--- src/design/wcm_pkg.sv ---
`timescale 1ns / 1ps
// ----------------------------------------------------------------------------
// wcm_pkg
// Shared types and constants of the cellular crack mask block.
// ----------------------------------------------------------------------------
package wcm_pkg;

    // hash chain multipliers
    localparam logic [63:0] HASH_K1 = 64'h9E3779B97F4A7C15;
    localparam logic [63:0] HASH_K2 = 64'hC2B2AE3D27D4EB4F;
    localparam logic [63:0] HASH_K3 = 64'h165667B19E3779F9;
    localparam logic [63:0] MIX_K1  = 64'hBF58476D1CE4E5B9;
    localparam logic [63:0] MIX_K2  = 64'h94D049BB133111EB;

    // feature point placement, Q0.16
    localparam logic [20:0] FEAT_MAX  = 21'h1FFFFF;
    localparam logic [15:0] FEAT_BASE = 16'd9830;
    localparam logic [15:0] FEAT_SPAN = 16'd45875;

    localparam logic [16:0] ONE_Q16  = 17'd65536;
    localparam int          NB_COUNT = 27;
    localparam int          MAX_INFL = 3;
    localparam int          PIPE_LEN = 15;
    localparam int          ROOT_STEPS = 18;

    // register indexes
    typedef enum logic [1:0] {
        REG_SEED  = 2'd0,
        REG_FREQ  = 2'd1,
        REG_INVW  = 2'd2,
        REG_NONE  = 2'd3
    } t_reg_idx;

    // scaled point: integer cell and fraction per axis
    typedef struct packed {
        logic [31:0] cell_x;
        logic [31:0] cell_y;
        logic [31:0] cell_z;
        logic [15:0] frac_x;
        logic [15:0] frac_y;
        logic [15:0] frac_z;
    } t_pt;

    // per-candidate side data that rides along the hash pipeline
    typedef struct packed {
        logic        first;
        logic        last;
        logic [31:0] cx;
        logic [31:0] cy;
        logic [31:0] cz;
        logic [15:0] fx;
        logic [15:0] fy;
        logic [15:0] fz;
        logic [1:0]  ix;
        logic [1:0]  iy;
        logic [1:0]  iz;
    } t_side;

    // nearest and second nearest squared distances
    typedef struct packed {
        logic [35:0] best1;
        logic [35:0] best2;
    } t_dist;

    typedef enum logic [1:0] {
        FS_IDLE,
        FS_ROOT,
        FS_SCALE,
        FS_EDGE
    } t_fin_st;

endpackage

--- src/design/wcm_finish.sv ---
`timescale 1ns / 1ps
// ----------------------------------------------------------------------------
// wcm_finish
// Square roots of F1 and F2, edge scaling, clamp and the output register.
// ----------------------------------------------------------------------------
module wcm_finish (
    input  logic            i_clk,
    input  logic            i_rst_n,
    input  wcm_pkg::t_dist  i_fin,
    input  logic            i_fin_v,
    output logic            o_fin_take,
    input  logic [23:0]     i_inv_width,
    output logic            o_valid,
    input  logic            i_ready,
    output logic [16:0]     o_crack_mask
);
    wcm_pkg::t_fin_st r_st, n_st;
    logic [35:0]      r_v1, r_v2, r_q1, r_q2, r_bit;
    logic [35:0]      n_v1, n_v2, n_q1, n_q2;
    logic [4:0]       r_step;
    logic [41:0]      r_prod;
    logic [17:0]      w_diff;
    logic [27:0]      w_edge;
    logic [16:0]      w_mask;
    logic             r_ov;
    logic             w_out_free;
    logic             w_root_end;
    logic             w_load_out;

    // one step of the bitwise root
    function automatic logic [71:0] root_step(input logic [35:0] v, input logic [35:0] q,
                                              input logic [35:0] b);
        logic [35:0] t;
        t = q + b;
        if (v >= t) begin
            return {v - t, (q >> 1) + b};
        end
        return {v, q >> 1};
    endfunction

    assign {n_v1, n_q1} = root_step(r_v1, r_q1, r_bit);
    assign {n_v2, n_q2} = root_step(r_v2, r_q2, r_bit);

    assign w_out_free = !r_ov || i_ready;
    assign w_root_end = (r_step == 5'(wcm_pkg::ROOT_STEPS - 1));
    assign w_diff     = r_q2[17:0] - r_q1[17:0];
    assign w_edge     = (r_prod[41:14] > 28'(wcm_pkg::ONE_Q16)) ? 28'(wcm_pkg::ONE_Q16)
                                                                : r_prod[41:14];
    assign w_mask     = wcm_pkg::ONE_Q16 - w_edge[16:0];

    // next state
    always_comb begin
        n_st = r_st;
        unique case (r_st)
            wcm_pkg::FS_IDLE:  if (i_fin_v) n_st = wcm_pkg::FS_ROOT;
            wcm_pkg::FS_ROOT:  if (w_root_end) n_st = wcm_pkg::FS_SCALE;
            wcm_pkg::FS_SCALE: n_st = wcm_pkg::FS_EDGE;
            wcm_pkg::FS_EDGE:  if (w_out_free) n_st = wcm_pkg::FS_IDLE;
            default:           n_st = wcm_pkg::FS_IDLE;
        endcase
    end

    // state outputs
    always_comb begin
        o_fin_take = 1'b0;
        w_load_out = 1'b0;
        unique case (r_st)
            wcm_pkg::FS_IDLE: o_fin_take = i_fin_v;
            wcm_pkg::FS_EDGE: w_load_out = w_out_free;
            default: begin
                o_fin_take = 1'b0;
                w_load_out = 1'b0;
            end
        endcase
    end

    always_ff @(posedge i_clk) begin
        if (!i_rst_n) begin
            r_st <= wcm_pkg::FS_IDLE;
            r_ov <= 1'b0;
        end else begin
            r_st <= n_st;
            if (w_load_out) begin
                r_ov <= 1'b1;
            end else if (i_ready) begin
                r_ov <= 1'b0;
            end
        end
    end

    // datapath: load, iterate the roots, scale, drive the output
    always_ff @(posedge i_clk) begin
        if (o_fin_take) begin
            r_v1   <= i_fin.best1;
            r_v2   <= i_fin.best2;
            r_q1   <= '0;
            r_q2   <= '0;
            r_bit  <= 36'h1 << 34;
            r_step <= 5'd0;
        end else if (r_st == wcm_pkg::FS_ROOT) begin
            r_v1   <= n_v1;
            r_v2   <= n_v2;
            r_q1   <= n_q1;
            r_q2   <= n_q2;
            r_bit  <= r_bit >> 2;
            r_step <= r_step + 5'd1;
        end
        if (r_st == wcm_pkg::FS_SCALE) begin
            r_prod <= {24'h0, w_diff} * {18'h0, i_inv_width};
        end
        if (w_load_out) begin
            o_crack_mask <= w_mask;
        end
    end

    assign o_valid = r_ov;

endmodule

--- config.mk ---
export PLATFORM = sky130hd
export DESIGN_NAME = wcm_finish
export DESIGN_NICKNAME = d
export VERILOG_FILES = /design/src/design/wcm_pkg.sv /design/src/design/wcm_finish.sv
export SDC_FILE = /design/constraint.sdc
export NUM_CORES = 2
export LEC_CHECK = 0
export BUFFER_PORTS_ARGS = -buffer_cell sky130_fd_sc_hd__clkbuf_2
export CAP_MARGIN = 20
export CORE_ASPECT_RATIO = 1.25
export CORE_MARGIN = 2
export CORE_UTILIZATION = 40
export DETAILED_ROUTE_END_ITERATION = 7
export PLACE_DENSITY_LB_ADDON = 0.25
export SYNTH_ARGS = -nofsm -noshare
export SYNTH_HDL_FRONTEND = slang
export SYNTH_SLANG_ARGS = --single-unit
--- constraint.sdc ---
create_clock -name i_clk -period 10.48 [get_ports i_clk]
set_clock_uncertainty 0.05 [all_clocks]
set_input_delay 0 -clock i_clk [delete_from_list [all_inputs] [get_ports i_clk]]
set_output_delay 0 -clock i_clk [all_outputs]
set_load 0.02 [all_outputs]
# Word level (Yosys, flattened, before mapping)
# Index checks and enable logic that the tools add are counted.
# word_totals
regBits,229
latchBits,0
mem_bits_rw,0
rom_bits,0
in_bits,100
out_inout_bits,19
wordCells,59
n_memories,0
# classes
n_addsub,9
multipliers,1
n_div,0
magnitude_cmp,3
eq_ne,7
shift,0
n_mux,19
bitwise_logic,0
reduce_logical,10
# op_table
op,n
72-bit two-way mux,4
36-bit two-way mux,4
35-bit by 35-bit adder with 36-bit output,2
36-bit by 35-bit adder with 36-bit output,2
36-bit greater-or-equal comparator,2
36-bit subtractor,2
18-bit by 24-bit multiplier with 42-bit output,1
28-bit by 17-bit > comparator with 1-bit output (second input constant),1
18-bit subtractor,1
17-bit two-way mux,1
17-bit subtractor (first input constant),1
2-bit one-hot mux with 4 select lines,1
2-bit nonzero test,4
1-bit two-way mux,6
2-bit two-way mux,3
2-bit != test (second input constant),3
5-bit by 1-bit adder with 5-bit output (second input constant),1
5-bit equality test (second input constant),1
2-bit equality test (second input constant),2
2-bit AND reduction,2
3-bit AND reduction,1
2-bit by 1-bit equality test with 1-bit output (second input constant),1
2-bit logical NOT,1
1-bit logical NOT,1
1-bit logical OR,1

# Logic depth before layout (Yosys ltp)
# logic_depth
ltp_word,6
mapped_depth,38
depth_no_buf,37

# Worst setup path before layout
# No wires, ideal clock.
# synth_timing
kind,flip-flop to flip-flop
from,register r_q2[0]
to,register r_prod[38] (data pin)
setup_ns,0.258
t_arrival_ns,7.704
required_time_ns,10.172
path_slack_ns,2.468
stages_incl_launch_ff,35
path_buffers,1
period_less_slack_ns,8.012
path_cell_list,dfxtp_1 > inv_1 > ha_1 > inv_1 > fa_1 > a21o_1 > a21oi_1 > nor2b_1 > o21ai_0 > a211oi_1 > o2111ai_1 > nand3_1 > o41a_1 > xor2_1 > clkbuf_1 > nand2_1 > fa_1 > inv_1 > fa_1 > fa_1 > fa_1 > inv_1 > fa_1 > fa_1 > inv_1 > ha_1 > a21o_1 > a221o_1 > a211oi_1 > nand2_1 > o21ai_0 > o41ai_1 > a21o_1 > a21oi_1 > xnor2_1
# synth_via
elab_chain_cells,2
# synth_lines
element,line,text
start: declaration,wcm_finish.sv:18,"logic [35:0] r_v1, r_v2, r_q1, r_q2, r_bit;"
start signal: assignment,wcm_finish.sv:104,r_q2 <= n_q2;
18-bit subtractor,wcm_finish.sv:46,assign w_diff = r_q2[17:0] - r_q1[17:0];
18-bit by 24-bit multiplier with 42-bit output,wcm_finish.sv:109,"r_prod <= {24'h0, w_diff} * {18'h0, i_inv_width};"
end signal: assignment,wcm_finish.sv:109,
end: declaration,wcm_finish.sv:21,logic [41:0] r_prod;
# Every way passes these cells.
# A chain may end at the register's enable or synchronous reset.

# Final worst setup path
# layout_timing
from,register r_q1[1]
to,register r_prod[38] (data pin)
# layout_via
elab_chain_cells,2
# layout_lines
element,line,text
start: declaration,wcm_finish.sv:18,
start signal: assignment,wcm_finish.sv:103,r_q1 <= n_q1;
18-bit subtractor,wcm_finish.sv:46,
18-bit by 24-bit multiplier with 42-bit output,wcm_finish.sv:109,
# Every way passes these cells.

==> results <==
- The run finished with clean final reports.
- The flip-flop and latch count after synthesis is 215.
- The slowest stage cell on the critical path is xor2_2.
- TritonCTS built the clock tree.
- The number of max-slew violations in the final report was 0.
- The final-report hold violation count came to 0.
- The register area is roughly 5500 um2.
- The remaining global-route overflow is 0.
- The chip height is approximately 310 um.
- The commonest non-fill, non-tap cell in the layout is inv_1.
- The number of cells on the worst reg-to-reg path is 33.
- The number of global-route vias before repair is roughly 26000.
- The min-delay analysis places its worst path in the category in -> reg.
- The share of the synthesized area in the top cell type is between 20% and 30%.
- The horizontal die dimension is between 200 and 300 um.
- The final critical-path share of the clock period is roughly nine tenths.
- The sequential-to-total area share from yosys stat is 17.79%.
- The TritonCTS sink count is ~220.
- Detailed placement finished with a half-perimeter wire length of between 60000 and 70000 um.
- In this design, the critical path's most frequently occurring cell is fa_1.
- A synthesized cell averages about 8.6 um2.
- The count of nets left with antenna violations once routing finished came out at 0.
- After synthesis the cells add up to 30770 um2.
- The number of synthesized flops with an enable pin is 117.
- The reg-to-reg critical path endpoint is r_prod[38]$_DFFE_PP_.
- During placement, the flow inserted port buffers numbering roughly 120.
- CTS built an H-tree with a depth of 1.
- Before antenna repair, the detailed router went through 5 iterations.
- Fill cells in the final layout number between 7000 and 8000.
- The net count reported at finish is 4404.
- At the pin with the least slew margin, the transition time is just over 1 ns.
- STA puts the critical path data required time at roughly 11 ns.
- The register-to-register setup slack is around 1.2 ns.
- The cell accounting for the most synthesized area is fa_1.
- The placeable core region is approximately 76000 um2.
- The path with the worst hold slack has its endpoint at r_st[0]$_SDFFE_PN0P_.
- The peak clock frequency supported by timing is around 0.11 GHz.
- The number of nets in the synthesized netlist is 4308.
- After routing, the total negative slack on setup checks comes to 0 ns.
- The layout cell share with drive strength beyond 1 is 7.218%.
- The floorplan step defined a die boundary enclosing around 79000 um2.
- The worst-case clock buffer depth is 3.
- The total routing resource utilization after global routing is between 20 and 25%.
- Counting the buffers created by CTS gives 26.
- The primary flip-flop cell chosen by synthesis mapping is edfxtp_1.
- The area added between synthesis and finish is 10.60%.
- Subtracting the final worst setup slack from the clock period gives a little over 9 ns.
- The instance count along the most critical hold path is 5.
- The origin of the critical flop-to-flop path is r_q1[1]$_SDFFE_PP0P_.
- By area the synthesized netlist is led by fa_1 23%, ha_1 12%, edfxtp_1 11%.
- The number of distinct library cell variants in the gate-level netlist after synthesis is 83.
- The first global-routing pass estimated between 100000 and 150000 um of wire.
- The source of the worst hold timing path is i_ready.
- The clock latency on the worst-skew pair is just under 0.6 ns.
- The library cells used most frequently in the layout, excluding fill and tap cells, are 491 x inv_1, 486 x nand2_1, 353 x fa_1.
- Setup repair after global routing left no endpoint under its margin.
- The number of cell rows is between 100 and 150.
- The Yosys step of the flow raised 0 warnings.
- The data arrival time at the worst-slack endpoint is ~9.6 ns.
- roughly 120 I/O pins were placed.
- After clock tree synthesis, the clock-pin slew on the worst setup and hold paths is approximately 0.070 ns.
- The initial core utilization is 40.46%.
- The capturing element type of the critical path is a flop.
- The maximum number of pins on one net before global-route repair is 72.
- The area taken by multi-input logic gates is about 23000 um2.
- The initial antenna violation count is 0.
- The total wire length is around 85000 um.
- The largest single stage delay on the critical path is about 0.75 ns.
- The cell chosen for the clock root is clkbuf_16.
- Along the worst path, the maximum fanout reaches 20.
- Synthesis produced roughly 3600 cells.
- In the routed design, unresolved DRC markers number 0.
- The tool flagged a number of max-cap violations equal to 0.
- The remaining max-slew budget at the tightest pin is between 30% and 40%.
- The category of the worst setup path launch point is a flop.
- In this run, post-CTS repair resized a total of 0 instances.
- The number of endpoints failing setup at the final stage is 0.
- The async set-reset flop share out of synthesis is 0%.
- The worst setup path is of the reg -> reg kind.
- In this run, the number of DRC markers left after iteration 0 of detailed routing was 1338.
- Detailed routing inserted a total of 24980 vias.
- The wire length per cell is 18.30 um.
- The via-per-instance ratio is approximately 5.4.
- The routability congestion estimate from global placement is slightly below 0.9.
[synth_stat cells (21+ instances only)]
library cell    n
a211oi_1       28
a21o_1         64
a21oi_1       171
a22o_1         25
a31o_2         25
a31oi_1        71
and2_1        145
clkbuf_1      134
dfxtp_1        98
edfxtp_1      117
fa_1          353
ha_1          286
inv_1         492
mux2i_1        36
nand2_1       487
nand2b_1       40
nand3_1        38
nand4_1        40
nor2_1        173
nor2b_1        28
nor3_1         33
o21a_1         27
o21ai_0       153
o21bai_1       25
o31ai_1        56
or3_1          21
xnor2_1       114
xor2_1        108
[stage by stage]
step                      utilization [%]  cell area (um2)  worst slack, ns  hold WS (ns)  instances
after floorplan                         -            30770            2.468       0.06779       3569
after global placement              42.55            32370            1.364        0.1982       4536
after detailed placement            42.55            32370            1.223        0.2041       4536
after CTS                           44.68            33980            1.171       0.06870       4659
after global routing                44.74            34030           0.4854        0.1358       4662
final                               44.74            34040            1.152       0.09073       4663
[worst max path at each step]
stage                         start                   end  slack, ns  depth (start not counted)
2_1_floorplan  r_q2[0]$_SDFFE_PP0P_  r_prod[38]$_DFFE_PP_       2.47                         34
3_5_place_dp   r_q1[1]$_SDFFE_PP0P_  r_prod[38]$_DFFE_PP_       1.22                         33
4_1_cts        r_q1[1]$_SDFFE_PP0P_  r_prod[38]$_DFFE_PP_       1.17                         33
6_report       r_q1[1]$_SDFFE_PP0P_  r_prod[38]$_DFFE_PP_       1.15                         33
3_3_place_gp   r_q1[1]$_SDFFE_PP0P_  r_prod[38]$_DFFE_PP_       1.36                         33
5_1_grt        r_q1[4]$_SDFFE_PP0P_  r_prod[38]$_DFFE_PP_       0.49                         33
[layout make-up]
type	count	share of cell area, %
antenna	1	0.007352
clock buffer	38	2.301
clock inverter	10	0.2353
inverter	492	5.441
multi-input combinational	2705	67.61
sequential	215	16.09
tap	977	3.592
timing repair buffer	225	4.728
[what timing repair did]
item,4_1_cts,5_1_grt
setup buffers,0,0
hold buffers,75,0
endpoints found under the hold margin,76,0
[state kept, by name (all words and copies together) (netlist names)]
register / count
r_v1: 36
r_bit: 18
r_q2: 36
o_crack_mask: 17
r_v2: 36
r_prod: 28
r_step: 5
r_st: 2
r_q1: 36
o_valid: 1
[routing by layer]
layer	vias up	track usage, %	share of wire, %
li1	12120	-	-
met1	12240	25.98	41
met2	483	39.84	52
met3	142	1.563	3.4
met4	0	8.405	4.0
met5	-	0	0
[logic make-up after synthesis]
kind of cell	Yosys count	synth area share, %
buffers and inverters	649	8.054
AND/OR/NAND/NOR	1061	16.10
XOR/XNOR	222	6.318
AO/OA/AOI/OAI	742	15.79
multiplexers	41	1.354
adder cells (fa/ha/maj)	639	34.59
flip-flops	215	17.79
[worst max-delay path: cells and delay by family (launching register included)]
family | cells | cell delay [ns]
AND/OR/NAND/NOR | 7 | 1.11
adder cells (fa/ha/maj) | 8 | 3.32
flip-flops | 1 | 0.39
XOR/XNOR | 2 | 0.87
AO/OA/AOI/OAI | 10 | 2.72
buffers and inverters | 6 | 0.60
Power is left out: the tool's default activity adds up to more than one toggle a clock period on the data nets, which glitch-free logic cannot reach.
