**src/design/wcm_pkg.sv**
```systemverilog
`timescale 1ns / 1ps
// ----------------------------------------------------------------------------
// wcm_pkg
// Shared types and constants of the cellular crack mask block.
// ----------------------------------------------------------------------------
package wcm_pkg;

    // hash chain multipliers
    localparam logic [63:0] HASH_K1 = 64'h9E3779B97F4A7C15;
    localparam logic [63:0] HASH_K2 = 64'hC2B2AE3D27D4EB4F;
    localparam logic [63:0] HASH_K3 = 64'h165667B19E3779F9;
    localparam logic [63:0] MIX_K1  = 64'hBF58476D1CE4E5B9;
    localparam logic [63:0] MIX_K2  = 64'h94D049BB133111EB;

    // feature point placement, Q0.16
    localparam logic [20:0] FEAT_MAX  = 21'h1FFFFF;
    localparam logic [15:0] FEAT_BASE = 16'd9830;
    localparam logic [15:0] FEAT_SPAN = 16'd45875;

    localparam logic [16:0] ONE_Q16  = 17'd65536;
    localparam int          NB_COUNT = 27;
    localparam int          MAX_INFL = 3;
    localparam int          PIPE_LEN = 15;
    localparam int          ROOT_STEPS = 18;

    // register indexes
    typedef enum logic [1:0] {
        REG_SEED  = 2'd0,
        REG_FREQ  = 2'd1,
        REG_INVW  = 2'd2,
        REG_NONE  = 2'd3
    } t_reg_idx;

    // scaled point: integer cell and fraction per axis
    typedef struct packed {
        logic [31:0] cell_x;
        logic [31:0] cell_y;
        logic [31:0] cell_z;
        logic [15:0] frac_x;
        logic [15:0] frac_y;
        logic [15:0] frac_z;
    } t_pt;

    // per-candidate side data that rides along the hash pipeline
    typedef struct packed {
        logic        first;
        logic        last;
        logic [31:0] cx;
        logic [31:0] cy;
        logic [31:0] cz;
        logic [15:0] fx;
        logic [15:0] fy;
        logic [15:0] fz;
        logic [1:0]  ix;
        logic [1:0]  iy;
        logic [1:0]  iz;
    } t_side;

    // nearest and second nearest squared distances
    typedef struct packed {
        logic [35:0] best1;
        logic [35:0] best2;
    } t_dist;

    typedef enum logic [1:0] {
        FS_IDLE,
        FS_ROOT,
        FS_SCALE,
        FS_EDGE
    } t_fin_st;

endpackage

```
**src/design/wcm_fifo.sv**
```systemverilog
`timescale 1ns / 1ps
// ----------------------------------------------------------------------------
// wcm_fifo
// Two-entry queue of scaled points between the front and the back.
// ----------------------------------------------------------------------------
module wcm_fifo (
    input  logic            i_clk,
    input  logic            i_rst_n,
    input  wcm_pkg::t_pt    i_pt,
    input  logic            i_push_v,
    output logic            o_push_rdy,
    output wcm_pkg::t_pt    o_pt,
    output logic            o_pt_v,
    input  logic            i_pop
);
    wcm_pkg::t_pt  r_mem [2];
    logic          r_wp;
    logic          r_rp;
    logic [1:0]    r_cnt;
    logic          w_push;
    logic          w_pop;

    assign o_push_rdy = (r_cnt != 2'd2);
    assign o_pt_v     = (r_cnt != 2'd0);
    assign o_pt       = r_mem[r_rp];
    assign w_push     = i_push_v && o_push_rdy;
    assign w_pop      = i_pop && o_pt_v;

    // advance pointers and fill count
    always_ff @(posedge i_clk) begin
        if (!i_rst_n) begin
            r_wp  <= 1'b0;
            r_rp  <= 1'b0;
            r_cnt <= 2'd0;
        end else begin
            if (w_push) begin
                r_wp <= !r_wp;
            end
            if (w_pop) begin
                r_rp <= !r_rp;
            end
            r_cnt <= r_cnt + 2'(w_push) - 2'(w_pop);
        end
    end

    always_ff @(posedge i_clk) begin
        if (w_push) begin
            r_mem[r_wp] <= i_pt;
        end
    end

endmodule

```
**config.mk**
```make
export PLATFORM = sky130hd
export DESIGN_NAME = wcm_fifo
export DESIGN_NICKNAME = d
export VERILOG_FILES = /design/src/design/wcm_pkg.sv /design/src/design/wcm_fifo.sv
export SDC_FILE = /design/constraint.sdc
export NUM_CORES = 1
export LEC_CHECK = 0
export ABC_AREA = 1
export BUFFER_PORTS_ARGS = -buffer_cell sky130_fd_sc_hd__buf_2
export CORE_MARGIN = 2
export CORE_UTILIZATION = 35
export DETAILED_ROUTE_END_ITERATION = 12
export MAX_ROUTING_LAYER = met4
export SLEW_MARGIN = 10
export SYNTH_ARGS = -nofsm -noshare
export SYNTH_HDL_FRONTEND = slang
export SYNTH_SLANG_ARGS = --single-unit
```
**constraint.sdc**
```tcl
create_clock -name i_clk -period 12.6 [get_ports i_clk]
set_input_delay 0 -clock i_clk [delete_from_list [all_inputs] [get_ports i_clk]]
set_output_delay 0 -clock i_clk [all_outputs]
set_load 0.05 [all_outputs]
```
==> Word level (Yosys, flattened, before mapping) <==
Memories as Yosys holds them, arrays and structs flattened. A register that Yosys moved wholly into a read port is not among the register bits.
Index checks and enable logic that the tools add are counted.
{ "totals": {"word_cells": 16, "ramBits": 288, "ff_bits": 4, "memories": 1, "inputBits": 148} }
{ "op_classes": {"reduce_logical": 5, "mux": 4, "n_eq_ne": 1, "addsub": 2} }
{ "memory_table": {"columns": ["memory", "words", "word_bits", "rd", "rd_clocked_by_memory_dff", "write_ports", "line", "text"], "rows": [
  ["r_mem", 2, 144, 1, 1, 1, "wcm_fifo.sv:16", "wcm_pkg::t_pt r_mem [2];"]
]} }
{ "op_table": {"columns": ["op", "count"], "rows": [
  ["$mux W1", 4],
  ["$add A2 B1 Y2", 1],
  ["$logic_and A1 B1 Y1", 2],
  ["$logic_not A1 Y1", 2],
  ["$ne A2 B2 Y1 const B", 1],
  ["$reduce_bool A2 Y1", 1],
  ["$sub A2 B1 Y2", 1]
]} }

==> Longest topological paths before layout <==
Gate-level depths: netlist (run 1).
{ "logic_depth": {"ltp_word": 4, "ltp_mapped": 11, "mapped_depth_nobuf": 11} }

==> Worst setup path before layout (run 1) <==
OpenSTA, ideal clock, no wires.
{ "synth_timing": {"kind": "flip-flop to flip-flop", "start": "register r_cnt[0]", "end": "memory r_mem[1][0] in the netlist's numbering, enable pin", "setup_slack_ns": 4.924, "t_arrival_ns": 7.024, "setup_time_ns": 0.652, "stages_incl_launch_ff": 5, "period_less_slack_ns": 7.676, "path_cell_list": "dfxtp_1 -> inv_1 -> nand2_1 -> nand2_1 -> nor2_1"} }
{ "synth_via": {"elab_chain_cells": 4} }
{ "synth_rtl": {"columns": ["element", "line", "text"], "rows": [
  ["from (decl)", "wcm_fifo.sv:19", "logic [1:0] r_cnt;"],
  ["from (signal assigned)", "wcm_fifo.sv:42", "r_cnt <= r_cnt + 2'(w_push) - 2'(w_pop);"],
  ["$ne A2 B2 Y1", "wcm_fifo.sv:23", "assign o_push_rdy = (r_cnt != 2'd2);"],
  ["via o_push_rdy", "wcm_fifo.sv:11", "output logic o_push_rdy,"],
  ["$logic_and A1 B1 Y1", "wcm_fifo.sv:26", "assign w_push = i_push_v && o_push_rdy;"],
  ["$mux W1", "wcm_fifo.sv:47", "if (w_push) begin"],
  ["$mux W1 (implied by the code)", "wcm_fifo.sv:48", "r_mem[r_wp] <= i_pt;"],
  ["to (decl)", "wcm_fifo.sv:16", null]
]} }
The timed path passes the listed nets, and every way through them passes these cells.

==> results.md, run 1 <==
* Critical-path cell list: buf_4, mux2_2, buf_2
* Dominant synthesized flop cell: edfxtp_1
* Wire per inst at 16.7 µm
* Vias per inst at 4.43
* Die extent in x at 180 µm
* Final slew viol count at 0
* Yosys reg bits at 293
* Crit path launch type: flip-flop
* Setup Total Neg Slack at 0 ns
* Max-cap viol count at 0
* Endpoint, Worst Hold: r_wp
* Synth top area share at 79.6%
* Gr usage total at 14.2%
* Final period util at 20.4%
* Initial antenna violation count at 1
* Largest family of logic cells by synthesized area: multiplexers
* Post-synthesis xor/xnor area fraction at 0.0807%
* WHS at 0.0495 ns
* Placed Area at 12,800 µm²
* Die height at 180 µm
* Least-Margin Pin Slew at 1.10 ns
* WP data arrival at 2.58 ns
* Vias at 6,051
* Status: complete, no violations
* Placed Cells at 1,163
* EDFF count, synth at 288
* Pwr dens at 219 nW/µm²
* Most common cell after layout, fill and taps aside: buf_2
* Max Clk Rate at 388 MHz
* Area growth syn-to-layout at 41.0%
* Post-Route Skew at 0.0145 ns
* H-tree levels at 2
* Hold wc startpoint: i_push_v
* RSZ-0062 raised after global routing: no
* Die Area at 32,400 µm²
* DP HPWL at 13,700 µm
* FF-to-FF Start: r_cnt[0]
* Clock Sinks at 293
* Ys Warns at 0
* PortBufs at 293
* Worst-Skew Late Latency at 0.50 ns
* Slowest-stage cell, CP: buf_4
* CTS clk-pin slew, worst paths at 0.06 ns
* Synth area leaders: edfxtp_1 80%, mux2_2 8.7%, mux2_4 8.3%
* Leakage at 0.00588 µW
* Mapped Area at 10,900 µm²
* Core area at 30,600 µm²
* FP Rows at 64
* VDD IR max at 0.184 mV
* DR DRC count at 0
* Final wirelength at 22,800 µm
* Adder-cell share of the synthesized area at 0.115%
* Layout cells sized above 1 at 50.7%
* Clock buffer depth at 3
* Hold Fails Final Rpt at 0
* Grt ovf at 0
* I/O Pins at 294
* Yosys cell types at 13
* Number of routed nets with antenna violations at 0
* Fill count at 2,575
* Final instance area at 15,300 µm²
* Post_cts resized at 0
* CTS Buf Count at 34
* Reg2reg path depth at 5
* WP data required at 12.60 ns
* Largest net degree at the start of global routing at 74
* Slew Limit Headroom at 26.9%
* Minimum clock period at 2.58 ns
* Final #Nets at 1,098
* Min-Delay Path Depth at 5
* Final Wtd Congestion at 0.704
* Syn nets at 633
* Min-delay worst type: in -> reg
* TritonCTS clock tree: built
* First-pass GRT wire length at 35,300 µm
* Post-synth ARST share at 0%
* Mux contribution to synthesized area at 17.0%
* Largest stage delay on the critical path at 0.84 ns
* WS Path Type: reg -> out
* Post-Synthesis Cells at 484
* Post-CTS setup buffer count at 0
* Most frequent cells in the layout: 293 x buf_2, 288 x edfxtp_1, 146 x dlygate4sd3_1
* Register area share after synthesis at 80.6%
* Initial Util at 35.5%
* Reg2reg end: r_mem[0][92]
* Final setup vio count at 0
* Complex-gate fraction of the synthesized area at 0.0461%
* Finished Core Util at 50.1%
* Final non-filler cell total at 1,367
* Syn_area_per_cell at 22.4 µm²
* Dominant cell type by area after synthesis: edfxtp_1
* Vias in the first global route at 6,552
* Initial drt markers at 248
* Drt first pass iters at 4
* Top fanout value on the critical path at 64
* Simple-gate area share of the yosys netlist at 0.737%
* R2r setup slk at 10.05 ns
* Worst setup EP type: output port
* Clock root buffer: clkbuf_16
## critical path, delay by kind of cell, from the launching register on
kind / cells / cell delay, ns
buf+inv: 2 / 1.07
mux: 1 / 0.43
flops: 1 / 0.49
## what timing repair did
| action | CTS | global route |
|---|---|---|
| endpoints found under the setup margin | 0 | 0 |
| hold buffers | 146 | 0 |
| endpoints found under the hold margin | 293 | 0 |
## state kept, by name, indices dropped and copies added, names as in the netlist, named ones only
name / cells
r_rp: 1
r_wp: 1
r_mem: 288
r_cnt: 2
## Yosys cell counts (5+ instances only)
master / n
mux2_4: 60
inv_1: 7
nand2_1: 11
edfxtp_1: 288
mux2_2: 84
buf_6: 8
nor2_1: 9
buf_2: 8
dfxtp_1: 5
## cell families after synthesis
kind of cell               after synthesis
and+or+nand+nor                         21
adders and majority gates                1
xor gates and xnor gates                 1
buffers and inverters                   23
AOI/OAI and AO/OA                        1
muxes                                  144
DFF                                    293
## power by group
part,switching (µW),internal [µW]
clock,363,594
sequential,37.1,1240
combinational,791,335
total,1190,2170
## cell type report
class | count | area [µm²] | share of cell area [%]
antenna | 1 | 2.50 | 0.0163
clock buffer | 45 | 956 | 6.24
clock inverter | 12 | 141 | 0.923
inverter | 7 | 26.3 | 0.172
multi-input combinational | 168 | 1970 | 12.9
sequential | 293 | 8750 | 57.1
tap | 396 | 495 | 3.24
timing repair buffer | 445 | 2970 | 19.4
## how the worst max path moves through the flow
stage,slack [ns],end,cells past startpoint,startpoint
floorplan,4.92,r_mem[1][0],4,r_cnt[0]
CTS,9.98,o_pt[0],3,flip-flop
finish,10.02,o_pt[60],3,flip-flop
detailed placement,10.03,r_mem[0][93],5,r_cnt[0]
global route,9.82,r_mem[0][92],5,r_cnt[0]
global placement,10.04,r_mem[0][123],5,r_cnt[0]
## metrics by stage
step / total power (µW) / setup slack, ns
2_1_floorplan: 2190 / 4.92
3_3_place_gp: 2390 / 10.04
3_5_place_dp: 2400 / 10.03
4_1_cts: 3400 / 9.98
5_1_grt: 3500 / 9.82
6_report: 3360 / 10.02
## routing by layer
layer | routed length [µm] | global-route usage [%] | share of wire [%] | up-vias
met3 | 1540 | 4.06 | 6.8 | 41
met1 | 9380 | 16.7 | 41 | 2953
li1 | - | - | - | 2834
met2 | 11300 | 23.7 | 49 | 223
met4 | 599 | 4.42 | 2.6 | 0
met5 | 0 | - | 0 | -
(Power assumes the default switching activity.)
==> inputs of run 2 (changes only) <==
==> constraint.sdc (replaced) <==
create_clock -name i_clk -period 2.7 [get_ports i_clk]
set_input_delay 0 -clock i_clk [delete_from_list [all_inputs] [get_ports i_clk]]
set_output_delay 0 -clock i_clk [all_outputs]
set_load 0.05 [all_outputs]
==> results.md, run 2 (same netlist as run 1, synthesis figures left out) <==
* Total power at 14,900 µW (was 3360 µW)
* WP data required at 2.70 ns (was 12.60 ns)
* First-pass GRT wire length at 34,500 µm (was 35,300 µm)
* Worst-Skew Late Latency at 0.54 ns (was 0.50 ns)
* Max-cap viol count at 0 (unchanged)
* Most frequent cells in the layout: 293 x buf_2, 288 x edfxtp_1, 148 x dlygate4sd3_1 (was 293 x buf_2, 288 x edfxtp_1, 146 x dlygate4sd3_1)
* CTS clk-pin slew, worst paths at 0.06 ns (about the same)
* Status: complete, no violations (unchanged)
* Max Clk Rate at 457 MHz
* DP HPWL at 14,100 µm (was 13,700 µm)
* Finished Core Util at 49.8% (was 50.1%)
* Final non-filler cell total at 1,365 (was 1,367)
* RSZ-0062 raised after global routing: no (unchanged)
* Least-Margin Pin Slew at 0.547 ns (was 1.10 ns)
* Initial antenna violation count at 2 (was 1)
* Regs by FF count: r_mem (288), r_cnt (2) (unchanged)
* Drt first pass iters at 6 (was 4)
* WP data arrival at 2.19 ns (was 2.58 ns)
* Area growth syn-to-layout at 40.3% (was 41.0%)
* Min-delay worst type: in -> reg (unchanged)
* H-tree levels at 1 (was 2)
* Core area at 30,600 µm² (unchanged)
* I/O Pins at 294 (unchanged)
* Fill count at 2,529 (was 2,575)
* PortBufs at 293 (unchanged)
* Final Wtd Congestion at 0.721 (was 0.704)
* Wire per inst at 16.3 µm (was 16.7 µm)
* Setup WS pre-CTS at 1.04 ns (was 10.03 ns)
* Worst setup EP type: output port (unchanged)
* Initial drt markers at 287 (was 248)
* WHS at 0.185 ns (was 0.0495 ns)
* Critical-path cell list: buf_12, mux2_2, buf_2 (was buf_4, mux2_2, buf_2)
* Vias in the first global route at 6,558 (was 6,552)
* WS Path Type: reg -> out (unchanged)
* Final wirelength at 22,200 µm (was 22,800 µm)
* Final slew viol count at 0 (unchanged)
* DR DRC count at 0 (unchanged)
* Post-Route Skew at 0.0114 ns (was 0.0145 ns)
* Crit path launch type: flip-flop (unchanged)
* Placed Cells at 1,164 (was 1,163)
* Clock Sinks at 293 (unchanged)
* Die height at 180 µm (unchanged)
* Vias per inst at 4.42 (was 4.43)
* VDD IR max at 0.618 mV (was 0.184 mV)
* Slowest-stage cell, CP: dfxtp_4 (was buf_4)
* Initial Util at 35.5% (unchanged)
* Leakage at 0.00581 µW (was 0.00588 µW)
* Final period util at 81.1%
* Final setup vio count at 0 (unchanged)
* Clock buffer depth at 3 (unchanged)
* Hold Fails Final Rpt at 0 (unchanged)
* Die Area at 32,400 µm² (unchanged)
* Minimum clock period at 2.19 ns
* Largest stage delay on the critical path at 0.70 ns (was 0.84 ns)
* Grt ovf at 0 (unchanged)
* Number of routed nets with antenna violations at 0 (unchanged)
* Gr usage total at 13.7% (was 14.2%)
* Layout cells sized above 1 at 50.5% (was 50.7%)
* Number of flip-flops in the largest register at 288 (unchanged)
* FP Rows at 64 (unchanged)
* Post_cts resized at 0 (unchanged)
* Slew Limit Headroom at 63.6% (was 26.9%)
* Most common cell after layout, fill and taps aside: buf_2 (unchanged)
* Clock root buffer: clkbuf_16 (unchanged)
* Largest net degree at the start of global routing at 77 (was 74)
* CTS Buf Count at 31 (was 34)
* Worst setup margin at 0.511 ns (was 10.02 ns)
* Top reg by flops: r_mem (unchanged)
* TritonCTS clock tree: built (unchanged)
* Final #Nets at 1,098 (unchanged)
* Top fanout value on the critical path at 45 (was 64)
* Die extent in x at 180 µm (unchanged)
* Pwr dens at 980 nW/µm² (was 219 nW/µm²)
* Vias at 6,038 (was 6,051)
-- run 2: cell types whose count changed in the layout (fill, tap and decap cells not counted), sizes merged --
cell         before  now
buf             299  300
bufinv            3    0
clkbuf           45   36
clkinv            6   14
diode             1    2
dlygate4sd3     146  148
inv               9    7
-- run 2: final cells by class --
cell class	count	area [µm²]	share of cell area, %
antenna	2	5.00	0.0329
clock buffer	36	795	5.22
sequential	293	8750	57.5
clock inverter	15	66.3	0.435
timing repair buffer	448	3090	20.3
multi-input combinational	168	2000	13.1
tap	396	495	3.25
inverter	7	26.3	0.173
-- run 2: final timing paths --
kind,start,to,slack [ns],cells past startpoint
max,flip-flop,o_pt[36],0.51,3
min,i_pt[112],r_mem[0][112],0.18,2
max reg2reg,r_cnt[1],r_cnt[1],0.53,10
min reg2reg,r_rp,r_rp,0.50,2
-- run 2: what timing repair did --
action                    in CTS  in global routing
hold endpoints to repair     293                  0
hold buffers                 148                  0
setup buffers                  0                  0
-- run 2: metrics by stage --
stage	setup TNS (ns)	instance area [µm²]
4_1_cts	0	15200
3_5_place_dp	0	12900
3_3_place_gp	0	12900
2_1_floorplan	-129.14	10900
6_report	0	15200
5_1_grt	0	15200
-- run 2: worst max-delay path: cells and delay by family, from the launching register on --
| family | cells | cell delay (ns) |
|---|---|---|
| DFF | 1 | 0.70 |
| buffers and inverters | 2 | 0.56 |
| muxes | 1 | 0.39 |
-- run 2: layer usage --
layer / global-route usage, % / part of all wire [%] / vias up
met1: 16.3 / 41 / 2932
met2: 23.1 / 49 / 228
li1: - / - / 2835
met3: 3.46 / 7.1 / 43
met4: 3.97 / 2.8 / 0
met5: - / 0 / -
-- run 2: power by group --
group          switching [µW]  internal (µW)  leakage [µW]  total (µW)
Combinational            3660           1640       0.00266        5300
Sequential                226           5770       0.00273        6000
Clock                    1570           2060      0.000422        3630
Total                    5450           9480       0.00581       14900
==> inputs of run 3 (changes only) <==
==> constraint.sdc (replaced) <==
create_clock -name i_clk -period 2.1 [get_ports i_clk]
set_input_delay 0 -clock i_clk [delete_from_list [all_inputs] [get_ports i_clk]]
set_output_delay 0 -clock i_clk [all_outputs]
set_load 0.05 [all_outputs]
==> results.md, run 3 (same netlist as run 1, synthesis figures left out) <==
* CTS Buf Count at 31 (unchanged)
* Leakage at 0.00594 µW (was 0.00581 µW)
* Setup Total Neg Slack at 0 ns (unchanged)
* WP data required at 2.10 ns (was 2.70 ns)
* Slew Limit Headroom at 75.8% (was 63.6%)
* Initial drt markers at 231 (was 287)
* Top reg by flops: r_mem (unchanged)
* Gr usage total at 13.7% (about the same)
* Critical-path cell list: buf_16, mux2_2, buf_2 (was buf_12, mux2_2, buf_2)
* Vias at 6,023 (was 6,038)
* I/O Pins at 294 (unchanged)
* Clock root buffer: clkbuf_16 (unchanged)
* Clock Sinks at 293 (unchanged)
* Final #Nets at 1,108 (was 1,098)
* Number of flip-flops in the largest register at 288 (unchanged)
* First-pass GRT wire length at 34,500 µm (about the same)
* Min-Delay Path Depth at 2 (unchanged)
* Setup WS pre-CTS at 0.426 ns (was 1.04 ns)
* Max-cap viol count at 0 (unchanged)
* Multi-input logic area at 2000 µm² (about the same)
* R2r setup slk at 0.27 ns (was 0.53 ns)
* Reg2reg path depth at 7 (was 10)
* Crit path launch type: flip-flop (unchanged)
* Initial antenna violation count at 2 (unchanged)
* Endpoint, Worst Hold: r_mem[0][55] (was r_mem[0][112])
* Final wirelength at 22,600 µm (was 22,200 µm)
* Number of routed nets with antenna violations at 0 (unchanged)
* Drt first pass iters at 4 (was 6)
* DP HPWL at 13,600 µm (was 14,100 µm)
* Least-Margin Pin Slew at 0.363 ns (was 0.547 ns)
* Die Area at 32,400 µm² (unchanged)
* Final slew viol count at 0 (unchanged)
* Grt ovf at 0 (unchanged)
* Most common cell after layout, fill and taps aside: buf_2 (unchanged)
* Initial Util at 35.5% (unchanged)
* Die extent in x at 180 µm (unchanged)
* Most frequent cells in the layout: 293 x buf_2, 288 x edfxtp_1, 148 x dlygate4sd3_1 (unchanged)
* Slowest-stage cell, CP: dfxtp_4 (unchanged)
* PortBufs at 293 (unchanged)
* Placed Area at 12,900 µm² (about the same)
* Worst setup margin at 0.0835 ns (was 0.511 ns)
* WP data arrival at 2.02 ns (was 2.19 ns)
* Regs by FF count: r_mem (288), r_cnt (2) (unchanged)
* H-tree levels at 1 (unchanged)
* Layout cells sized above 1 at 51.4% (was 50.5%)
* Top fanout value on the critical path at 49 (was 45)
* Pwr dens at 1290 nW/µm² (was 980 nW/µm²)
* Hold Fails Final Rpt at 0 (unchanged)
* TritonCTS clock tree: built (unchanged)
* Hold wc startpoint: i_pt[55] (was i_pt[112])
* Minimum clock period at 2.02 ns
* FF+latch area at 8750 µm² (about the same)
* Core area at 30,600 µm² (unchanged)
* Min-delay worst type: in -> reg (unchanged)
* FF-to-FF Start: r_cnt[1] (unchanged)
* Largest net degree at the start of global routing at 59 (was 77)
* CTS clk-pin slew, worst paths at 0.06 ns (about the same)
* Worst-Skew Late Latency at 0.55 ns (was 0.54 ns)
* Max Clk Rate at 496 MHz
* WS Path Type: reg -> out (unchanged)
* Fill count at 2,546 (was 2,529)
* Wire per inst at 16.4 µm (was 16.3 µm)
* DR DRC count at 0 (unchanged)
* Worst setup EP type: output port (unchanged)
* Post-Route Skew at 0.0101 ns (was 0.0114 ns)
* VDD IR max at 0.860 mV (was 0.618 mV)
* Die height at 180 µm (unchanged)
* FP Rows at 64 (unchanged)
* Clock buffer depth at 3 (unchanged)
* Area growth syn-to-layout at 42.6% (was 40.3%)
* Largest stage delay on the critical path at 0.51 ns (was 0.70 ns)
* Final instance area at 15,500 µm² (was 15,200 µm²)
* Reg2reg end: r_cnt[0] (was r_cnt[1])
* Status: complete, no violations (unchanged)
* Final period util at 96.0%
* Vias per inst at 4.36 (was 4.42)
* Final setup vio count at 0 (unchanged)
* Final Wtd Congestion at 0.745 (was 0.721)
* Vias in the first global route at 6,435 (was 6,558)
-- run 3: cell types whose count changed in the layout (fill, tap and decap cells not counted), sizes merged --
cell    delta
bufinv     +4
clkinv     +2
buf       +10
inv        +1
clkbuf     -2
-- run 3: how the worst max path moves through the flow --
stage                         start           to
final                     flip-flop     o_pt[58]
after CTS                 flip-flop     o_pt[52]
after floorplan            r_cnt[0]  r_mem[1][0]
after detailed placement   r_cnt[1]     r_cnt[1]
after global placement     r_cnt[1]     r_cnt[1]
after global routing      flip-flop     o_pt[32]
-- run 3: through the flow --
stage | hold WS [ns] | power (µW) | util, % | std cells
global placement | 0.187 | 14500 | 42.2 | 1166
finish | 0.170 | 20000 | 50.6 | 1380
detailed placement | 0.191 | 14500 | 42.2 | 1166
CTS | 0.142 | 20100 | 50.3 | 1370
floorplan | 0.0934 | 13100 | - | 484
global route | 0.149 | 20800 | 50.6 | 1380
-- run 3: timing repair --
action                                  4_1_cts  5_1_grt
gates resized for setup                       0        4
endpoints found under the hold margin       293        0
endpoints found under the setup margin       14       86
hold buffers                                148        0
gates cloned                                  0        0
setup buffers                                 0        8
-- run 3: cell type report --
class                   count  share of cell area [%]
diodes                      2                  0.0323
well taps                 396                    3.20
clock inverters            22                    1.33
clock buffers              34                    5.08
multi-input cells         168                    12.9
flip-flops and latches    293                    56.6
inverters                   7                   0.170
repair buffers            458                    20.7
-- run 3: worst max-delay path: cells and delay by family, from the launching register on --
kind	cells	cell delay [ns]
DFF	1	0.51
buffers and inverters	2	0.51
muxes	1	0.38
-- run 3: metal layers --
layer	wire [µm]	part of all wire, %	GRT usage (%)
met1	9640	43	16.9
met2	10900	48	22.6
met3	1410	6.2	3.23
met4	677	3.0	4.19
met5	0	0	-
-- run 3: where the power goes --
part	total, µW	internal, µW	switching, µW
Sequential	7650	7410	233
Clock	5310	3170	2140
Combinational	7030	2210	4810
